<file path="src/rtl/qea_pkg.sv">
`timescale 1ns / 1ps
// ============================================================================
// qea_pkg: shared types and constants
// Item formats, cell data, configuration codes and the fixed-point widths
// used by the quantized elementwise add/multiply/activation core.
// ============================================================================
package qea_pkg;

    localparam int DATA_W       = 8;
    localparam int NUM_FIELDS   = 4;
    localparam int MAX_OPERANDS = 4;
    localparam int NUM_CELLS    = (MAX_OPERANDS < NUM_FIELDS) ? MAX_OPERANDS : NUM_FIELDS;

    localparam int FP_W       = 6;
    localparam int KD_W       = FP_W + 1;
    localparam int IP_W       = 43;
    localparam int FR_W       = 41;
    localparam int PROD_W     = 30;
    localparam int MAG_W      = PROD_W - 1;
    localparam int EXP_W      = 9;
    localparam int SH_W       = EXP_W + 1;
    localparam int Q_W        = 56;
    localparam int V_W        = 64;
    localparam int LEAKY_W    = 11;
    localparam int FRAC       = 32;
    localparam int LEAKY_FRAC = 48;
    localparam int CLAMP_SH   = 52;
    localparam int SHIFTED_W  = MAG_W + CLAMP_SH;

    localparam int CFG_IDX_W  = 4;
    localparam int CFG_DATA_W = 6;
    localparam int NUM_W      = 3;
    localparam int ACT_W      = 3;

    localparam logic signed [IP_W-1:0]    IP_LIMIT  = IP_W'(1) << 20;
    localparam logic signed [Q_W-1:0]     CLAMP_Q   = Q_W'(1) << CLAMP_SH;
    localparam logic [SHIFTED_W-1:0]      CLAMP_WIDE = SHIFTED_W'(1) << CLAMP_SH;
    localparam logic signed [Q_W-1:0]     SIX_Q     = Q_W'(6);
    localparam logic signed [LEAKY_W-1:0] LEAKY_NUM = LEAKY_W'(655);
    localparam logic signed [V_W-1:0]     HALF_Q32  = V_W'(1) << (FRAC - 1);
    localparam logic signed [V_W-1:0]     HALF_Q48  = V_W'(1) << (LEAKY_FRAC - 1);
    localparam logic signed [V_W-1:0]     SAT_HI    = V_W'(127);
    localparam logic signed [V_W-1:0]     SAT_LO    = -V_W'(128);

    localparam logic signed [FP_W-1:0] FP_MIN = -FP_W'(16);
    localparam logic signed [FP_W-1:0] FP_MAX = FP_W'(16);

    localparam logic [CFG_IDX_W-1:0] REG_OP_MODE  = 4'd0;
    localparam logic [CFG_IDX_W-1:0] REG_ACT_MODE = 4'd1;
    localparam logic [CFG_IDX_W-1:0] REG_NUM_OPND = 4'd2;
    localparam logic [CFG_IDX_W-1:0] REG_IN_FP0   = 4'd3;
    localparam logic [CFG_IDX_W-1:0] REG_IN_FP1   = 4'd4;
    localparam logic [CFG_IDX_W-1:0] REG_IN_FP2   = 4'd5;
    localparam logic [CFG_IDX_W-1:0] REG_IN_FP3   = 4'd6;
    localparam logic [CFG_IDX_W-1:0] REG_OUT_FP   = 4'd7;

    localparam logic OP_ADD = 1'b0;
    localparam logic OP_MUL = 1'b1;

    localparam logic [ACT_W-1:0] ACT_NONE  = 3'd0;
    localparam logic [ACT_W-1:0] ACT_RELU  = 3'd1;
    localparam logic [ACT_W-1:0] ACT_PRELU = 3'd2;
    localparam logic [ACT_W-1:0] ACT_LEAKY = 3'd3;
    localparam logic [ACT_W-1:0] ACT_RELU6 = 3'd4;

    localparam logic [NUM_W-1:0] NUM_RESET = 3'd2;
    localparam logic [NUM_W-1:0] NUM_CELLS_N = NUM_W'(NUM_CELLS);

    typedef struct packed {
        logic signed [DATA_W-1:0] opnd_a;
        logic signed [DATA_W-1:0] opnd_b;
        logic signed [DATA_W-1:0] opnd_c;
        logic signed [DATA_W-1:0] opnd_d;
        logic                     last_in;
    } in_item_t;

    typedef struct packed {
        logic signed [DATA_W-1:0] result;
        logic                     last_out;
    } out_item_t;

    typedef struct packed {
        logic signed [IP_W-1:0]   ip;
        logic signed [FR_W-1:0]   fr;
        logic signed [PROD_W-1:0] prod;
        logic signed [EXP_W-1:0]  expo;
    } acc_t;

    typedef struct packed {
        logic [NUM_FIELDS-1:0][DATA_W-1:0] opnd;
        logic                              last;
        acc_t                              acc;
    } cell_data_t;

    typedef struct packed {
        logic                   used;
        logic                   op_mul;
        logic signed [KD_W-1:0] k;
        logic signed [KD_W-1:0] d;
    } cell_cfg_t;

    typedef struct packed {
        logic                   op_mul;
        logic [ACT_W-1:0]       act_mode;
        logic signed [FP_W-1:0] out_fp;
    } post_cfg_t;

    function automatic logic signed [FP_W-1:0] fp_clamp(input logic [FP_W-1:0] r);
        logic signed [FP_W-1:0] v;
        v = $signed(r);
        if (v < FP_MIN)
        begin
            v = FP_MIN;
        end
        else if (v > FP_MAX)
        begin
            v = FP_MAX;
        end
        return v;
    endfunction

endpackage

</file>
<file path="src/rtl/qea_cell.sv">
`timescale 1ns / 1ps
// ============================================================================
// qea_cell: one operand cell of the chain
// In a used cell, folds the head operand of the item into the running sum or
// product, then hands the item with its remaining operands to the next cell.
// ============================================================================
module qea_cell (
    input  logic                clk,
    input  logic                rst_n,
    input  logic                up_valid,
    output logic                up_ready,
    input  qea_pkg::cell_data_t up_data,
    input  qea_pkg::cell_cfg_t  cfg,
    output logic                dn_valid,
    input  logic                dn_ready,
    output qea_pkg::cell_data_t dn_data
);

    logic                                valid_reg;
    qea_pkg::cell_data_t                 data_reg;
    qea_pkg::cell_data_t                 data_next;
    logic signed [qea_pkg::DATA_W-1:0]   x;
    logic signed [qea_pkg::IP_W-1:0]     ip_term;
    logic signed [qea_pkg::FR_W-1:0]     fr_term;
    logic [4:0]                          fr_sh;
    logic signed [qea_pkg::PROD_W+qea_pkg::DATA_W-1:0] prod_full;

    always_comb
    begin
        x         = $signed(up_data.opnd[0]);
        ip_term   = qea_pkg::IP_W'(x) <<< cfg.k[5:0];
        fr_sh     = 5'(cfg.k + qea_pkg::KD_W'(32));
        fr_term   = qea_pkg::FR_W'(x) <<< fr_sh;
        prod_full = up_data.acc.prod * x;
        data_next = up_data;
        data_next.opnd = up_data.opnd >> qea_pkg::DATA_W;
        if (cfg.used)
        begin
            if (cfg.op_mul == qea_pkg::OP_MUL)
            begin
                data_next.acc.prod = prod_full[qea_pkg::PROD_W-1:0];
                data_next.acc.expo = up_data.acc.expo + qea_pkg::EXP_W'(cfg.d);
            end
            else if (!cfg.k[qea_pkg::KD_W-1])
            begin
                data_next.acc.ip = up_data.acc.ip + ip_term;
            end
            else
            begin
                data_next.acc.fr = up_data.acc.fr + fr_term;
            end
        end
    end

    assign up_ready = !valid_reg || dn_ready;
    assign dn_valid = valid_reg;
    assign dn_data  = data_reg;

    always_ff @(posedge clk or negedge rst_n)
    begin
        if (!rst_n)
        begin
            valid_reg <= 1'b0;
        end
        else if (up_ready)
        begin
            valid_reg <= up_valid;
        end
    end

    always_ff @(posedge clk)
    begin
        if (up_valid && up_ready)
        begin
            data_reg <= data_next;
        end
    end

endmodule

</file>
<file path="src/rtl/qea_post.sv">
`timescale 1ns / 1ps
// ============================================================================
// qea_post: output scaling, activation and rounding
// Forms the Q32 value from the chain result, applies the activation, then
// rounds half up and saturates to int8 in the output register.
// ============================================================================
module qea_post (
    input  logic                clk,
    input  logic                rst_n,
    input  logic                up_valid,
    output logic                up_ready,
    input  qea_pkg::cell_data_t up_data,
    input  qea_pkg::post_cfg_t  cfg,
    output logic                res_valid,
    input  logic                res_ready,
    output qea_pkg::out_item_t  res
);

    logic                              va_reg, vb_reg, vc_reg;
    logic                              rdy_a, rdy_b, rdy_c;
    logic                              last_a_reg, last_b_reg;
    logic signed [qea_pkg::Q_W-1:0]    q_reg, q_next;
    logic signed [qea_pkg::V_W-1:0]    v_reg, v_next;
    logic                              leaky_reg, leaky_next;
    qea_pkg::out_item_t                res_reg, res_next;

    logic signed [qea_pkg::IP_W-1:0]   ip;
    logic                              prod_neg;
    logic [qea_pkg::PROD_W-1:0]        mag_full;
    logic [qea_pkg::MAG_W-1:0]         mag;
    logic signed [qea_pkg::SH_W-1:0]   sh;
    logic [qea_pkg::SHIFTED_W-1:0]     shifted;
    logic [qea_pkg::CLAMP_SH:0]        mq;
    logic [5:0]                        u_sh;
    logic signed [qea_pkg::Q_W-1:0]    u;
    logic signed [qea_pkg::Q_W+qea_pkg::LEAKY_W-1:0] leaky_full;
    logic signed [qea_pkg::V_W-1:0]    t;
    logic signed [qea_pkg::V_W-1:0]    r;

    assign rdy_c    = !vc_reg || res_ready;
    assign rdy_b    = !vb_reg || rdy_c;
    assign rdy_a    = !va_reg || rdy_b;
    assign up_ready = rdy_a;
    assign res_valid = vc_reg;
    assign res       = res_reg;

    always_comb
    begin
        ip       = up_data.acc.ip;
        prod_neg = up_data.acc.prod[qea_pkg::PROD_W-1];
        mag_full = prod_neg ? qea_pkg::PROD_W'(-up_data.acc.prod) : up_data.acc.prod;
        mag      = mag_full[qea_pkg::MAG_W-1:0];
        sh       = qea_pkg::SH_W'(up_data.acc.expo) + qea_pkg::SH_W'(qea_pkg::FRAC);
        if (sh[qea_pkg::SH_W-1])
        begin
            sh = '0;
        end
        shifted = qea_pkg::SHIFTED_W'(mag) << sh[5:0];
        if (mag == '0)
        begin
            mq = '0;
        end
        else if (sh >= qea_pkg::SH_W'(qea_pkg::CLAMP_SH) || shifted > qea_pkg::CLAMP_WIDE)
        begin
            mq = qea_pkg::CLAMP_WIDE[qea_pkg::CLAMP_SH:0];
        end
        else
        begin
            mq = shifted[qea_pkg::CLAMP_SH:0];
        end

        if (cfg.op_mul == qea_pkg::OP_MUL)
        begin
            q_next = prod_neg ? -qea_pkg::Q_W'(mq) : qea_pkg::Q_W'(mq);
        end
        else if (ip > qea_pkg::IP_LIMIT || ip < -qea_pkg::IP_LIMIT)
        begin
            q_next = ip[qea_pkg::IP_W-1] ? -qea_pkg::CLAMP_Q : qea_pkg::CLAMP_Q;
        end
        else
        begin
            q_next = (qea_pkg::Q_W'(ip) <<< qea_pkg::FRAC) + qea_pkg::Q_W'(up_data.acc.fr);
        end
    end

    always_comb
    begin
        u_sh       = 6'(qea_pkg::KD_W'(cfg.out_fp) + qea_pkg::KD_W'(qea_pkg::FRAC));
        u          = qea_pkg::SIX_Q << u_sh;
        leaky_full = q_reg * qea_pkg::LEAKY_NUM;
        leaky_next = 1'b0;
        v_next     = qea_pkg::V_W'(q_reg);
        case (cfg.act_mode)
            qea_pkg::ACT_RELU, qea_pkg::ACT_PRELU:
            begin
                if (q_reg < 0)
                begin
                    v_next = '0;
                end
            end
            qea_pkg::ACT_LEAKY:
            begin
                if (q_reg < 0)
                begin
                    v_next     = leaky_full[qea_pkg::V_W-1:0];
                    leaky_next = 1'b1;
                end
            end
            qea_pkg::ACT_RELU6:
            begin
                if (q_reg < 0)
                begin
                    v_next = '0;
                end
                else if (q_reg > u)
                begin
                    v_next = qea_pkg::V_W'(u);
                end
            end
            default:
            begin
                v_next = qea_pkg::V_W'(q_reg);
            end
        endcase
    end

    always_comb
    begin
        t = v_reg + (leaky_reg ? qea_pkg::HALF_Q48 : qea_pkg::HALF_Q32);
        r = leaky_reg ? (t >>> qea_pkg::LEAKY_FRAC) : (t >>> qea_pkg::FRAC);
        if (r > qea_pkg::SAT_HI)
        begin
            r = qea_pkg::SAT_HI;
        end
        else if (r < qea_pkg::SAT_LO)
        begin
            r = qea_pkg::SAT_LO;
        end
        res_next.result   = r[qea_pkg::DATA_W-1:0];
        res_next.last_out = last_b_reg;
    end

    always_ff @(posedge clk or negedge rst_n)
    begin
        if (!rst_n)
        begin
            va_reg <= 1'b0;
            vb_reg <= 1'b0;
            vc_reg <= 1'b0;
        end
        else
        begin
            if (rdy_a)
            begin
                va_reg <= up_valid;
            end
            if (rdy_b)
            begin
                vb_reg <= va_reg;
            end
            if (rdy_c)
            begin
                vc_reg <= vb_reg;
            end
        end
    end

    always_ff @(posedge clk)
    begin
        if (up_valid && rdy_a)
        begin
            q_reg      <= q_next;
            last_a_reg <= up_data.last;
        end
        if (va_reg && rdy_b)
        begin
            v_reg      <= v_next;
            leaky_reg  <= leaky_next;
            last_b_reg <= last_a_reg;
        end
        if (vb_reg && rdy_c)
        begin
            res_reg <= res_next;
        end
    end

endmodule

</file>
<file path="src/rtl/quantized_eltwise_add_mul_act_core.sv">
`timescale 1ns / 1ps
// ============================================================================
// quantized_eltwise_add_mul_act_core: int8 elementwise add/multiply with
// activation
// Configuration registers, a chain of operand cells and the output stages.
// ============================================================================
// Each item passes one pipeline register per cell and then three output
// stages for scaling, activation and rounding.
// Throughput: one item per cycle unless res_ready holds the output back;
// every stage has its own handshake, so items keep entering while a
// result waits in the output register, until the earlier stages fill up.
// Reset clears the pipeline and loads the register reset values at once.
module quantized_eltwise_add_mul_act_core (
    input  logic                              clk,
    input  logic                              rst_n,
    input  logic                              elem_valid,
    output logic                              elem_ready,
    input  qea_pkg::in_item_t                 elem,
    output logic                              res_valid,
    input  logic                              res_ready,
    output qea_pkg::out_item_t                res,
    input  logic                              cfg_valid,
    output logic                              cfg_ready,
    input  logic [qea_pkg::CFG_IDX_W-1:0]     cfg_index,
    input  logic [qea_pkg::CFG_DATA_W-1:0]    cfg_data
);

    logic                                     op_mode_reg;
    logic [qea_pkg::ACT_W-1:0]                act_mode_reg;
    logic [qea_pkg::NUM_W-1:0]                num_reg;
    logic [qea_pkg::NUM_FIELDS-1:0][qea_pkg::FP_W-1:0] in_fp_reg;
    logic [qea_pkg::FP_W-1:0]                 out_fp_reg;

    logic signed [qea_pkg::FP_W-1:0]          fp [qea_pkg::NUM_FIELDS];
    logic signed [qea_pkg::FP_W-1:0]          o_fp;
    logic signed [qea_pkg::FP_W-1:0]          mx;
    logic [qea_pkg::NUM_W-1:0]                n_eff;
    qea_pkg::cell_cfg_t                       cell_cfg [qea_pkg::NUM_CELLS];
    qea_pkg::post_cfg_t                       post_cfg;

    logic                                     chain_valid [qea_pkg::NUM_CELLS+1];
    logic                                     chain_ready [qea_pkg::NUM_CELLS+1];
    qea_pkg::cell_data_t                      chain_data  [qea_pkg::NUM_CELLS+1];

    assign cfg_ready = 1'b1;

    always_ff @(posedge clk or negedge rst_n)
    begin
        if (!rst_n)
        begin
            op_mode_reg  <= qea_pkg::OP_ADD;
            act_mode_reg <= qea_pkg::ACT_NONE;
            num_reg      <= qea_pkg::NUM_RESET;
            in_fp_reg    <= '0;
            out_fp_reg   <= '0;
        end
        else if (cfg_valid && cfg_ready)
        begin
            case (cfg_index)
                qea_pkg::REG_OP_MODE:  op_mode_reg  <= cfg_data[0];
                qea_pkg::REG_ACT_MODE: act_mode_reg <= cfg_data[qea_pkg::ACT_W-1:0];
                qea_pkg::REG_NUM_OPND: num_reg      <= cfg_data[qea_pkg::NUM_W-1:0];
                qea_pkg::REG_IN_FP0:   in_fp_reg[0] <= cfg_data;
                qea_pkg::REG_IN_FP1:   in_fp_reg[1] <= cfg_data;
                qea_pkg::REG_IN_FP2:   in_fp_reg[2] <= cfg_data;
                qea_pkg::REG_IN_FP3:   in_fp_reg[3] <= cfg_data;
                qea_pkg::REG_OUT_FP:   out_fp_reg   <= cfg_data;
                default:
                begin
                end
            endcase
        end
    end

    always_comb
    begin
        o_fp = qea_pkg::fp_clamp(out_fp_reg);
        if (num_reg == '0)
        begin
            n_eff = qea_pkg::NUM_W'(1);
        end
        else if (num_reg > qea_pkg::NUM_CELLS_N)
        begin
            n_eff = qea_pkg::NUM_CELLS_N;
        end
        else
        begin
            n_eff = num_reg;
        end
        for (int i = 0; i < qea_pkg::NUM_FIELDS; i++)
        begin
            fp[i] = qea_pkg::fp_clamp(in_fp_reg[i]);
        end
        mx = '0;
        for (int i = 0; i < qea_pkg::NUM_CELLS; i++)
        begin
            if (qea_pkg::NUM_W'(i) < n_eff && fp[i] > mx)
            begin
                mx = fp[i];
            end
        end
        for (int i = 0; i < qea_pkg::NUM_CELLS; i++)
        begin
            cell_cfg[i].used   = qea_pkg::NUM_W'(i) < n_eff;
            cell_cfg[i].op_mul = op_mode_reg;
            cell_cfg[i].k      = qea_pkg::KD_W'(o_fp) - qea_pkg::KD_W'(fp[i]);
            cell_cfg[i].d      = qea_pkg::KD_W'(mx) - qea_pkg::KD_W'(fp[i]);
        end
        post_cfg.op_mul   = op_mode_reg;
        post_cfg.act_mode = act_mode_reg;
        post_cfg.out_fp   = o_fp;
    end

    always_comb
    begin
        chain_valid[0]        = elem_valid;
        chain_data[0].opnd[0] = elem.opnd_a;
        chain_data[0].opnd[1] = elem.opnd_b;
        chain_data[0].opnd[2] = elem.opnd_c;
        chain_data[0].opnd[3] = elem.opnd_d;
        chain_data[0].last    = elem.last_in;
        chain_data[0].acc.ip  = '0;
        chain_data[0].acc.fr  = '0;
        chain_data[0].acc.prod = qea_pkg::PROD_W'(1);
        chain_data[0].acc.expo = qea_pkg::EXP_W'(o_fp) - qea_pkg::EXP_W'(mx);
    end

    assign elem_ready = chain_ready[0];

    for (genvar g = 0; g < qea_pkg::NUM_CELLS; g++)
    begin : g_cell
        qea_cell u_cell (
            .clk      (clk),
            .rst_n    (rst_n),
            .up_valid (chain_valid[g]),
            .up_ready (chain_ready[g]),
            .up_data  (chain_data[g]),
            .cfg      (cell_cfg[g]),
            .dn_valid (chain_valid[g+1]),
            .dn_ready (chain_ready[g+1]),
            .dn_data  (chain_data[g+1])
        );
    end

    qea_post u_post (
        .clk       (clk),
        .rst_n     (rst_n),
        .up_valid  (chain_valid[qea_pkg::NUM_CELLS]),
        .up_ready  (chain_ready[qea_pkg::NUM_CELLS]),
        .up_data   (chain_data[qea_pkg::NUM_CELLS]),
        .cfg       (post_cfg),
        .res_valid (res_valid),
        .res_ready (res_ready),
        .res       (res)
    );

    // An accepted item always lands in the first cell.
    a_accept_lands: assert property (@(posedge clk) disable iff (!rst_n)
        elem_valid && elem_ready |=> chain_valid[1])
        else $error("accepted item did not reach the first cell");

    // A stalled first cell keeps its item.
    a_cell_hold: assert property (@(posedge clk) disable iff (!rst_n)
        chain_valid[1] && !chain_ready[1] |=> chain_valid[1] && $stable(chain_data[1]))
        else $error("first cell lost or changed a stalled item");

    // An empty first cell must take a new item.
    a_empty_ready: assert property (@(posedge clk) disable iff (!rst_n)
        !chain_valid[1] |-> elem_ready)
        else $error("input not ready while first cell is empty");

endmodule

</file>
<file path="config.mk">
export PLATFORM = sky130hd
export DESIGN_NAME = quantized_eltwise_add_mul_act_core
export DESIGN_NICKNAME = d
export VERILOG_FILES = /design/src/rtl/qea_pkg.sv /design/src/rtl/qea_cell.sv /design/src/rtl/qea_post.sv /design/src/rtl/quantized_eltwise_add_mul_act_core.sv
export SDC_FILE = /design/constraint.sdc
export NUM_CORES = 2
export LEC_CHECK = 0
export CAP_MARGIN = 25
export CORE_MARGIN = 3
export CORE_UTILIZATION = 30
export DETAILED_ROUTE_END_ITERATION = 8
export DONT_BUFFER_PORTS = 1
export GPL_TIMING_DRIVEN = 0
export SLEW_MARGIN = 5
export SYNTH_ARGS = -nofsm -noshare
export SYNTH_HDL_FRONTEND = slang
export SYNTH_SLANG_ARGS = --single-unit
</file>
<file path="constraint.sdc">
create_clock -name clk -period 10.1 [get_ports clk]
set_input_delay 0.505 -clock clk [delete_from_list [all_inputs] [get_ports clk]]
set_output_delay 0.505 -clock clk [all_outputs]
set_load 0.02 [all_outputs]
</file>
==> metrics.md <==
| Metric | Value |
|---|---|
| Status | complete, no violations |
| Non-filler cells, final | 12010 |
| RePlAce Congestion | 0.987 |
| Slew Limit Fails | 0 |
| Count of cell types in the netlist | between 100 and 150 |
| Area contributors post-synth | edfxtp_1, fa_1, ha_1 |
| Vias | 64802 |
| Area delta synth->final | 11.2% |
| I/O Pins | 60 |
| DP Cell Count | 11788 |
| Crit Path Max Fanout | 10 |
| Number of synthesized flops with an enable pin | 606 |
| Slowest stage cell, crit path | a21oi_1 |
| Clock slew at the register clock pins of the worst setup and hold paths | ~60 ps |
| Root Driver | clkbuf_16 |
| CP startpoint kind | flop |
| Inserted Clock Buffers | 81 |
| Fin Setup TNS | 0 ps |
| CTS tree | built |
| RSZ-0062 raised after global routing | yes |
| Fin Clk Skew | ~60 ps |
| Top-area cell type share of the netlist area | 0.239 |
| Final hold vios | 0 |
| Asr flop ratio synth | 0.0677 |
| Buf+Inv Stages, Crit Path | 7 |
| H-tree depth | 3 |
| Max_cap viols | 0 |
| Port-buffer cells | 0 |
| Synth area leader | edfxtp_1 |
| DRT antenna net count | 0 |
| Post-detail-place hpwl | 221000 um |
| Min-delay worst type | input port to flop |
| Warnings from Yosys | 0 |
| Initial antenna violation count | 17 |
| Final setup violation count | 0 |
| Fin area | 84600 um^2 |
| Die area | 260000 um^2 |
| Sequential area share after synthesis | 0.254 |
| Chip Width | between 500 and 600 um |
| Clock latency at the later pin of the worst-skew pair | 760 ps |
| Drt drc | 0 |
| Placed instance area | 80800 um^2 |
| Main synth FF type | edfxtp_1 |
| DRT Wirelength | 270000 um |
| F_max | 100 MHz |
| Gr usage total | 0.204 |
| Number of global-route vias before repair | 63879 |
| Share of cells above drive strength 1 | 0.0467 |
| Fin crit share | 0.990 |
| WP data required | 10430 ps |
| Starting Density | 0.302 |
| Crit path max-delay family | compound AO/OA/AOI/OAI gates |
| Actual slew at the worst max-slew pin | 1210 ps |
| Min Tclk post-route | 10000 ps |
| Largest net degree at the start of global routing | 66 |
| Via density | 5.40 |
| Largest register FFs | 505 |
| Sink Count | 650 |
| Post-layout nets | ~10000 |
| WS Path Type | flop to flop |
| Worst Path Arrival | 10330 ps |
| Routed WL per cell | 22.5 um |
| Gate Count Post-Synth | 8392 |
| Max incr delay on CP | 620 ps |
| Core footprint | 252000 um^2 |
| Hold WS | 123 ps |
| Max clock buf depth | 3 |
| Yosys reg bits | 650 |
| First-pass GRT wire length | between 400000 and 500000 um |
| Row count | 184 |
| 1st-iter DRT viols | 5812 |
| Mapped Area | approximately 76000 um^2 |
| Die H | 510 um |
| Filler cells | approximately 26000 |
| Rel. slew slack | 0.183 |
| Crit. End Element | flop |
| DRT Pass-1 Iters | 6 |
| Mapped Avg Cell Area | between 9 and 10 um^2 |
| Gr ovfl total | 0 |
cell type report:
type / instances / area, um^2 / area share
buffer: 305 / 1190 / 0.0141
timing repair buffer: 95 / 1030 / 0.0122
clock buffer: 93 / 2190 / 0.0259
multi-input combinational: 6695 / 53000 / 0.627
tap: 3348 / 4190 / 0.0495
sequential: 650 / 19300 / 0.228
antenna: 7 / 17.5 / 0.000207
inverter: 760 / 2860 / 0.0338
clock inverter: 57 / 808 / 0.00955
routing by layer:
metal	wire [um]	track usage	vias up
li1	-	-	29954
met1	119000	0.276	31929
met2	124000	0.332	2391
met3	16600	0.0281	526
met4	11500	0.0734	2
met5	11	0	-
cell families (layout without fill, tap and decap cells):
family / after synthesis / in the layout / share of synthesized area
adder cells (fa/ha/maj): 1362 / 1362 / 0.279
flip-flops: 650 / 650 / 0.254
XOR/XNOR: 501 / 501 / 0.0577
buffers and inverters: 1066 / 1310 / 0.0532
AO/OA/AOI/OAI: 2003 / 2003 / 0.167
multiplexers: 150 / 150 / 0.0212
other: 2 / 28 / 0.0000987
AND/OR/NAND/NOR: 2658 / 2658 / 0.168
path summary, 6_finish.rpt:
check	to	cells after the start	start	slack, ps
max in group asynchronous	num_reg[1]	2	rst_n	9430
max reg2reg	u_post.q_reg[6]	27	g_cell[3].u_cell.dn_data[5]	100
max	u_post.q_reg[6]	27	g_cell[3].u_cell.dn_data[5]	100
min in group asynchronous	g_cell[0].u_cell.dn_valid	2	rst_n	290
min reg2reg	g_cell[1].u_cell.dn_data[136]	0	g_cell[0].u_cell.dn_data[144]	410
min	in_fp_reg[17]	2	cfg_index[1]	120
cell usage after synthesis (all sizes together), types with 49 or more instances:
| cell type | number |
|---|---|
| a21o | 180 |
| a21oi | 471 |
| a31oi | 81 |
| and2 | 327 |
| and3 | 64 |
| clkbuf | 275 |
| edfxtp | 606 |
| fa | 563 |
| ha | 798 |
| inv | 755 |
| mux2 | 83 |
| mux2i | 67 |
| nand2 | 899 |
| nand2b | 132 |
| nand3 | 164 |
| nand4 | 76 |
| nor2 | 548 |
| nor2b | 66 |
| nor3 | 160 |
| o21a | 67 |
| o21ai | 608 |
| o21bai | 54 |
| o22ai | 49 |
| o31ai | 86 |
| or3 | 53 |
| xnor2 | 282 |
| xor2 | 219 |
through the flow:
stage	setup WS [ps]	util
final	100	0.336
after global routing	-69.9	0.336
after CTS	75.9	0.335
after detailed placement	-1300	0.321
after global placement	-1180	0.319
after floorplan	523	-
repair_timing:
action / CTS / global route
hold buffers: 41 / 0
endpoints found under the setup margin: 15 / 9
gates resized for setup: 17 / 19
hold endpoints to repair: 114 / 0
pin swaps: 1 / 2
setup buffers: 5 / 12
layout by cell type (no fill, tap or decap), drive strengths merged, types with 40 or more instances in the layout:
cell,netlist,final
nor3,160,160
a31oi,81,81
o22ai,49,49
nor2,548,548
a22oi,43,43
xnor2,282,282
inv,755,762
ha,798,798
dlygate4sd3,0,40
nor4,48,48
fa,563,563
xor2,219,219
edfxtp,606,606
mux2,83,83
a21o,180,180
clkbuf,275,367
nand2b,132,132
and3,64,64
a211oi,45,45
nor2b,66,66
a21oi,471,471
or3,53,53
mux2i,67,67
o21a,67,67
o31ai,86,86
o21bai,54,54
o21ai,608,608
buf,31,85
nand3,164,164
and2,327,327
nand4,76,76
dfrtp,43,43
nand2,899,899
Power is left out: the tool's default activity adds up to more than one toggle a clock period on the data nets, which glitch-free logic cannot reach.
